### src/rtl/hsl_pkg.sv
`default_nettype none
package hsl_pkg;

  localparam int CHANNEL_BITS      = 8;
  localparam int HUE_FRACTION_BITS = 6;

  localparam int HUE_BITS   = 9 + HUE_FRACTION_BITS;
  localparam int CH_MAX     = (1 << CHANNEL_BITS) - 1;
  // V and M are scaled by CH_MAX^2 and fit twice the channel width
  localparam int VAL_BITS   = 2 * CHANNEL_BITS;
  localparam int SEXT_W     = 60 << HUE_FRACTION_BITS;
  localparam int FRAC_BITS  = 6 + HUE_FRACTION_BITS;
  localparam int NUM_BITS   = VAL_BITS + FRAC_BITS;

  // Number of sextant boundaries a full-range hue can cross
  localparam int HUE_STEPS  = ((1 << HUE_BITS) - 1) / SEXT_W;
  localparam int QUOT_BITS  = $clog2(HUE_STEPS + 1);

  // Rounding divide by CH_MAX * SEXT_W via reciprocal
  localparam longint unsigned DIV_D       = longint'(CH_MAX) * longint'(SEXT_W);
  localparam longint unsigned HALF_D      = DIV_D / 2;
  localparam int              RECIP_SHIFT = NUM_BITS + 2;
  localparam longint unsigned RECIP       = (64'd1 << RECIP_SHIFT) / DIV_D;
  localparam int              RECIP_BITS  = $clog2(RECIP + 1);

  localparam int LATENCY = 5;

  typedef logic [CHANNEL_BITS-1:0] chan_t;
  typedef logic [HUE_BITS-1:0]     hue_t;
  typedef logic [VAL_BITS-1:0]     val_t;
  typedef logic [FRAC_BITS-1:0]    frac_t;
  typedef logic [NUM_BITS-1:0]     num_t;
  typedef logic [2:0]              sext_t;

  typedef struct packed {
    hue_t  hue;
    chan_t saturation;
    chan_t lightness;
    chan_t alpha_in;
  } pixel_in_t;

  typedef struct packed {
    chan_t red;
    chan_t green;
    chan_t blue;
    chan_t alpha_out;
  } pixel_out_t;

endpackage
`default_nettype wire

### src/rtl/hsl_round_div.sv
`default_nettype none
// Two-stage rounding divide: quotient of a pre-biased numerator by CH_MAX*SEXT_W.
module hsl_round_div (
  input  wire logic          clk,
  input  wire hsl_pkg::num_t num,
  output hsl_pkg::chan_t     quot
);

  localparam int NB = hsl_pkg::NUM_BITS;
  localparam int PB = hsl_pkg::NUM_BITS + hsl_pkg::RECIP_BITS;

  logic [PB-1:0]  prod;
  hsl_pkg::chan_t q_est;
  hsl_pkg::num_t  num_hold;
  logic [NB-1:0]  q_times_d;
  logic [NB-1:0]  rem;
  hsl_pkg::chan_t quot_next;

  // Estimate is exact or one low
  assign prod = PB'(num) * PB'(hsl_pkg::RECIP);

  always_ff @(posedge clk) begin
    q_est    <= prod[hsl_pkg::RECIP_SHIFT +: hsl_pkg::CHANNEL_BITS];
    num_hold <= num;
  end

  always_comb begin
    q_times_d = NB'(q_est) * NB'(hsl_pkg::DIV_D);
    rem       = num_hold - q_times_d;
    quot_next = (rem >= NB'(hsl_pkg::DIV_D)) ? q_est + 1'b1 : q_est;
  end

  always_ff @(posedge clk) begin
    quot <= quot_next;
  end

endmodule
`default_nettype wire

### src/rtl/hsl_to_rgb_color_convert.sv
// Throughput: one word per clock; busy stays low, so start may be held every cycle.
// Five register stages set the latency: V and hue split, M and span, channel pick,
// divide estimate, divide correction; no stage ever stalls.
// done is a one-cycle strobe; the receiver cannot stall it.
// rst (synchronous) clears the valid pipe; words in flight are dropped.
`default_nettype none
module hsl_to_rgb_color_convert (
  input  wire logic               clk,
  input  wire logic               rst,
  input  wire logic               start,
  output logic                    busy,
  input  wire hsl_pkg::pixel_in_t pixel,
  output logic                    done,
  output hsl_pkg::pixel_out_t     result
);

  localparam int CB = hsl_pkg::CHANNEL_BITS;
  localparam int VB = hsl_pkg::VAL_BITS;
  localparam int NB = hsl_pkg::NUM_BITS;
  localparam int QB = hsl_pkg::QUOT_BITS;

  // valid pipe, stage 1 .. 5
  logic [hsl_pkg::LATENCY-1:0] valid;

  // stage 1: V, sextant, fraction
  hsl_pkg::val_t  v1;
  hsl_pkg::chan_t l1;
  hsl_pkg::sext_t k1;
  hsl_pkg::frac_t f1;
  hsl_pkg::chan_t a1;
  hsl_pkg::val_t  v1_next;
  hsl_pkg::sext_t k1_next;
  hsl_pkg::frac_t f1_next;

  // stage 2: V, M, ramp span
  hsl_pkg::val_t  v2;
  hsl_pkg::val_t  m2;
  hsl_pkg::num_t  span2;
  hsl_pkg::sext_t k2;
  hsl_pkg::chan_t a2;
  hsl_pkg::val_t  m2_next;
  hsl_pkg::num_t  span2_next;

  // stage 3: biased channel numerators
  hsl_pkg::num_t  xr;
  hsl_pkg::num_t  xg;
  hsl_pkg::num_t  xb;
  hsl_pkg::chan_t a3;
  hsl_pkg::num_t  xr_next;
  hsl_pkg::num_t  xg_next;
  hsl_pkg::num_t  xb_next;

  // stages 4 and 5 live in the dividers; alpha rides alongside
  hsl_pkg::chan_t a4;
  hsl_pkg::chan_t a5;
  hsl_pkg::chan_t red_q;
  hsl_pkg::chan_t green_q;
  hsl_pkg::chan_t blue_q;

  logic          accept;
  logic [VB-1:0] ls;
  logic [VB-1:0] lc;
  logic [VB-1:0] sc;
  logic [QB-1:0] hq;
  logic [QB-1:0] sext_full;
  logic [VB:0]   two_lc;
  logic [VB-1:0] diff;
  logic [NB-1:0] vw;
  logic [NB-1:0] mw;
  logic [NB-1:0] up;
  logic [NB-1:0] dn;
  logic [NB-1:0] rn;
  logic [NB-1:0] gn;
  logic [NB-1:0] bn;

  assign busy   = 1'b0;
  assign accept = start && !busy;

  always_ff @(posedge clk) begin
    if (rst) begin
      valid <= '0;
    end else begin
      valid <= {valid[hsl_pkg::LATENCY-2:0], accept};
    end
  end

  // Stage 1: V = l(C+s) for low lightness, else lC + sC - ls; split hue
  always_comb begin
    ls = VB'(pixel.lightness) * VB'(pixel.saturation);
    lc = (VB'(pixel.lightness) << CB) - VB'(pixel.lightness);
    sc = (VB'(pixel.saturation) << CB) - VB'(pixel.saturation);
    if ((VB'(pixel.lightness) << 1) <= VB'(hsl_pkg::CH_MAX)) begin
      v1_next = lc + ls;
    end else begin
      v1_next = lc + sc - ls;
    end

    hq = '0;
    for (int i = 1; i <= hsl_pkg::HUE_STEPS; i++) begin
      if (int'(pixel.hue) >= i * hsl_pkg::SEXT_W) begin
        hq = hq + 1'b1;
      end
    end
    f1_next   = hsl_pkg::FRAC_BITS'(int'(pixel.hue) - int'(hq) * hsl_pkg::SEXT_W);
    // wrap past 360 degrees
    sext_full = (hq >= QB'(6)) ? hq - QB'(6) : hq;
    k1_next   = 3'(sext_full);
  end

  always_ff @(posedge clk) begin
    v1 <= v1_next;
    l1 <= pixel.lightness;
    k1 <= k1_next;
    f1 <= f1_next;
    a1 <= pixel.alpha_in;
  end

  // Stage 2: M = 2lC - V, span = (V - M) * f
  always_comb begin
    two_lc     = ((VB + 1)'(l1) << (CB + 1)) - ((VB + 1)'(l1) << 1);
    m2_next    = VB'(two_lc - (VB + 1)'(v1));
    diff       = v1 - m2_next;
    span2_next = NB'(diff) * NB'(f1);
  end

  always_ff @(posedge clk) begin
    v2    <= v1;
    m2    <= m2_next;
    span2 <= span2_next;
    k2    <= k1;
    a2    <= a1;
  end

  // Stage 3: scale to sextant width, pick ramps, add half divisor for rounding.
  // Zero V forces l = 0, so every channel already rounds to zero.
  always_comb begin
    vw = NB'(v2) * NB'(hsl_pkg::SEXT_W);
    mw = NB'(m2) * NB'(hsl_pkg::SEXT_W);
    up = mw + span2;
    dn = vw - span2;
    unique case (k2)
      3'd0: begin
        rn = vw; gn = up; bn = mw;
      end
      3'd1: begin
        rn = dn; gn = vw; bn = mw;
      end
      3'd2: begin
        rn = mw; gn = vw; bn = up;
      end
      3'd3: begin
        rn = mw; gn = dn; bn = vw;
      end
      3'd4: begin
        rn = up; gn = mw; bn = vw;
      end
      default: begin
        rn = vw; gn = mw; bn = dn;
      end
    endcase
    xr_next = rn + NB'(hsl_pkg::HALF_D);
    xg_next = gn + NB'(hsl_pkg::HALF_D);
    xb_next = bn + NB'(hsl_pkg::HALF_D);
  end

  always_ff @(posedge clk) begin
    xr <= xr_next;
    xg <= xg_next;
    xb <= xb_next;
    a3 <= a2;
  end

  // Stages 4 and 5
  hsl_round_div u_div_red (
    .clk  (clk),
    .num  (xr),
    .quot (red_q)
  );

  hsl_round_div u_div_green (
    .clk  (clk),
    .num  (xg),
    .quot (green_q)
  );

  hsl_round_div u_div_blue (
    .clk  (clk),
    .num  (xb),
    .quot (blue_q)
  );

  always_ff @(posedge clk) begin
    a4 <= a3;
    a5 <= a4;
  end

  assign done             = valid[hsl_pkg::LATENCY-1];
  assign result.red       = red_q;
  assign result.green     = green_q;
  assign result.blue      = blue_q;
  assign result.alpha_out = a5;

endmodule
`default_nettype wire

### config.mk
export PLATFORM = sky130hd
export DESIGN_NAME = hsl_to_rgb_color_convert
export DESIGN_NICKNAME = d
export VERILOG_FILES = /design/src/rtl/hsl_pkg.sv /design/src/rtl/hsl_round_div.sv /design/src/rtl/hsl_to_rgb_color_convert.sv
export SDC_FILE = /design/constraint.sdc
export NUM_CORES = 2
export LEC_CHECK = 0
export BUFFER_PORTS_ARGS = -buffer_cell sky130_fd_sc_hd__buf_2
export CAP_MARGIN = 20
export CORE_AREA = 2 2 271 273
export CTS_CLUSTER_SIZE = 20
export DETAILED_ROUTE_END_ITERATION = 8
export DIE_AREA = 0 0 273 275
export PLACE_DENSITY = 0.79
export SYNTH_ARGS = -nofsm -noshare
export SYNTH_HDL_FRONTEND = slang
export SYNTH_SLANG_ARGS = --single-unit
### constraint.sdc
create_clock -name clk -period 9.5 [get_ports clk]
set_clock_uncertainty 0.15 [all_clocks]
set_input_delay 0.475 -clock clk [delete_from_list [all_inputs] [get_ports clk]]
set_output_delay 0.475 -clock clk [all_outputs]
set_load 0.1 [all_outputs]
==> impl_metrics.env <==
export IMPL_status="complete, no violations"
export IMPL_cts_tree="done"
export IMPL_antenna_found_initial=2
export IMPL_vias=34800
export IMPL_ys_seq_elements=337
export IMPL_reg2reg_to="span2[27]"
export IMPL_fp_dieH_um=275
export IMPL_synthFlopType="dfxtp_1"
export IMPL_clock_sinks=337
export IMPL_cp_max_fo=4
export IMPL_holdWs_ns=0.0263
export IMPL_gr_total_overflow=0
export IMPL_core_rowCount=99
export IMPL_relSlewSlack_pct=28.1
export IMPL_cpPeakStageDelay_ns=0.54
export IMPL_clock_path_buffers=3
export IMPL_place_ws_ns=-0.275
export IMPL_dp_hpwl_mm=86.9
export IMPL_io_buffer_count=74
export IMPL_drtIter0Drc=2565
export IMPL_critPathCaptureType="flip-flop"
export IMPL_ios=76
export IMPL_ys_seq_area_share_pct=15.7
export IMPL_nets=6183
export IMPL_crit_type="flip-flop to flip-flop"
export IMPL_wl_mm=107
export IMPL_synth_distinct_cells=109
export IMPL_final_cells=6011
export IMPL_hold_violations=0
export IMPL_clk_latency_ns=0.59
export IMPL_critical_path_required_ns=9.80
export IMPL_max_freq_mhz=109
export IMPL_fillCellCount=6068
export IMPL_htreeDepth=2
export IMPL_hold_class="primary input to flip-flop"
export IMPL_drtPass1Iterations=8
export IMPL_drive_above_1_share_pct=6.02
export IMPL_fp_dieW_um=273
export IMPL_ctsRootBufferMaster="clkbuf_16"
export IMPL_grt_pass1_vias=34400
export IMPL_slowest_stage="fa_1"
export IMPL_setup_viol=0
export IMPL_drv_cap=0
export IMPL_crit_path_start_kind="flip-flop"
export IMPL_timing_final_crit_period_ns=9.20
export IMPL_r2r_cells=38
export IMPL_path_common_cell="fa_1"
export IMPL_syn_inst=4952
export IMPL_fin_crit_sh_pct=96.9
export IMPL_initial_core_util_pct=59.4
export IMPL_grt_max_degree=60
export IMPL_area_delta_synth_final_pct=7.59
export IMPL_grt_usage_pct=28.5
export IMPL_syn_cell_area_sq_um=43000
export IMPL_synth_edf_count=0
export IMPL_tightest_slew_ns=1.05
export IMPL_async_flop_share_pct=0
export IMPL_dieArea_sq_um=75100
export IMPL_reg2reg_slack_ns=0.30
export IMPL_startpoint="v1[1]"
export IMPL_ys_warn_count=0
export IMPL_core_area_sq_um=72300
export IMPL_arrival_ns=9.50
export IMPL_antenna_left=0
export IMPL_globalplace_congestion=0.981
export IMPL_worst_slack_ns=0.298
export IMPL_diodes=0
export IMPL_routedWlPerCell_um=17.8
export IMPL_cts_buffers=43
export IMPL_cp_endpoint="span2[27]"
export IMPL_avgSynthCellArea_sq_um=8.68
export IMPL_dpl_cell_count=5901
export IMPL_drc=0
export IMPL_slew_viol_final=0
export IMPL_viasPerCell=5.79
export IMPL_clk_pin_slew_worst_paths_ns=0.06
export IMPL_grt_pass1_wl_mm=174
export IMPL_r2r_start="v1[1]"
-- cell type report --
class                           instances  area (sq um)  area share [%]
Timing Repair Buffer                  135           880            1.90
Clock buffer                           54          1190            2.57
Tap cell                              959          1200            2.60
Inverter                              893          3350            7.25
Multi-Input combinational cell       3610         32600            70.5
Clock inverter                         23           272           0.587
Sequential cell                       337          6750            14.6
-- cell families after synthesis --
logic type	count (synthesis)	synth area share, %
and+or+nand+nor	1177	13.7
muxes	39	0.941
xor gates and xnor gates	294	6.06
adders and majority gates	1123	39.4
AOI/OAI and AO/OA	973	15.2
buffers and inverters	1008	8.89
other	1	0.00873
DFF	337	15.7
-- synthesized netlist by cell type (10+ instances only) --
cell | number | area share, %
nand2_1 | 343 | 3.0
o221ai_1 | 17 | 0.35
o21a_1 | 56 | 0.98
nand2b_1 | 32 | 0.47
ha_1 | 734 | 21
mux2_2 | 11 | 0.29
a21boi_0 | 16 | 0.28
xnor2_1 | 185 | 3.8
mux2i_1 | 28 | 0.65
nor2_1 | 258 | 2.3
nand3_1 | 74 | 0.86
fa_1 | 387 | 18
o31a_1 | 16 | 0.33
nor2b_1 | 45 | 0.66
o311ai_0 | 10 | 0.20
o211a_1 | 14 | 0.33
and2_1 | 134 | 2.0
o21ai_0 | 193 | 2.2
a31oi_1 | 27 | 0.39
nor3_1 | 103 | 1.2
buf_2 | 10 | 0.12
nor4_1 | 18 | 0.26
o22ai_1 | 18 | 0.26
or2_2 | 27 | 0.39
dfxtp_1 | 337 | 16
o31ai_1 | 36 | 0.63
o2111ai_1 | 13 | 0.26
and3_1 | 27 | 0.39
or3_1 | 27 | 0.39
o21bai_1 | 28 | 0.49
inv_1 | 890 | 7.8
xor2_1 | 107 | 2.2
clkbuf_1 | 96 | 0.84
a21o_1 | 74 | 1.3
a21oi_1 | 238 | 2.8
nand4_1 | 17 | 0.25
a22oi_1 | 27 | 0.47
a211oi_1 | 37 | 0.65
o211ai_1 | 24 | 0.42
-- layout by cell type (no fill, tap or decap), types with 27 or more instances in the layout --
cell       instances
inv_1            890
ha_1             728
fa_1             387
nand2_1          343
dfxtp_1          332
nor2_1           257
a21oi_1          234
o21ai_0          191
xnor2_1          184
and2_1           134
xor2_1           107
nor3_1           102
buf_2             75
a21o_1            74
nand3_1           73
o21a_1            56
nor2b_1           45
clkbuf_16         45
buf_4             39
a211oi_1          37
o31ai_1           36
nand2b_1          32
o21bai_1          28
and3_1            27
or2_2             27
or3_1             27
mux2i_1           27
a22oi_1           27
-- flip-flops by register name (all words and copies together), names as in the netlist, 12 cells and up --
register / cells
u_div_red.num_hold: 20
u_div_green.num_hold: 20
span2: 27
v2: 15
f1: 12
u_div_blue.num_hold: 20
m2: 16
xb: 28
v1: 16
xr: 28
xg: 28
-- worst min path at each step --
stage | startpoint | to | slack (ns) | depth (start not counted)
after detailed placement | a2[4] | a3[4] | 0.16 | 0
after global placement | a2[0] | a3[0] | 0.16 | 0
after global routing | pixel[11] | l1[3] | 0.02 | 1
after CTS | pixel[11] | l1[3] | 0.01 | 1
final | pixel[11] | l1[3] | 0.03 | 1
after floorplan | a1[0] | a2[0] | 0.16 | 0
-- per-stage QoR --
| stage | util, % | area [sq um] | setup TNS, ns |
|---|---|---|---|
| 6_report | 63.9 | 46200 | 0 |
| 5_1_grt | 63.9 | 46200 | -0.0660 |
| 4_1_cts | 63.6 | 46000 | 0 |
| 3_5_place_dp | 61.2 | 44300 | -0.313 |
| 3_3_place_gp | 61.2 | 44300 | 0 |
| 2_1_floorplan | - | 43000 | 0 |
-- layer usage --
metal | wire [um] | track usage [%] | up-vias
met2 | 50400 | 48.7 | 1137
li1 | - | - | 16800
met5 | 42 | 0 | -
met3 | 6740 | 3.78 | 260
met1 | 45600 | 36.9 | 16600
met4 | 4180 | 10.6 | 4
-- critical path: cells and delay by family (launching register included) --
kind,cells,cell delay (ns)
xor gates and xnor gates,2,0.35
muxes,1,0.12
and+or+nand+nor,8,1.17
adders and majority gates,10,4.00
AOI/OAI and AO/OA,11,2.48
buffers and inverters,6,0.46
DFF,1,0.33
-- what timing repair did --
action                                  4_1_cts  5_1_grt
hold buffers                                 20        0
cloned                                        0        1
setup buffers                                 0       12
resized for setup                             5       32
hold endpoints to repair                     23        0
endpoints found under the setup margin        2        9
pin swaps                                     1       16
Power is not shown: default switching activity piles up to over one toggle a cycle in this logic, so the estimate is an artifact.
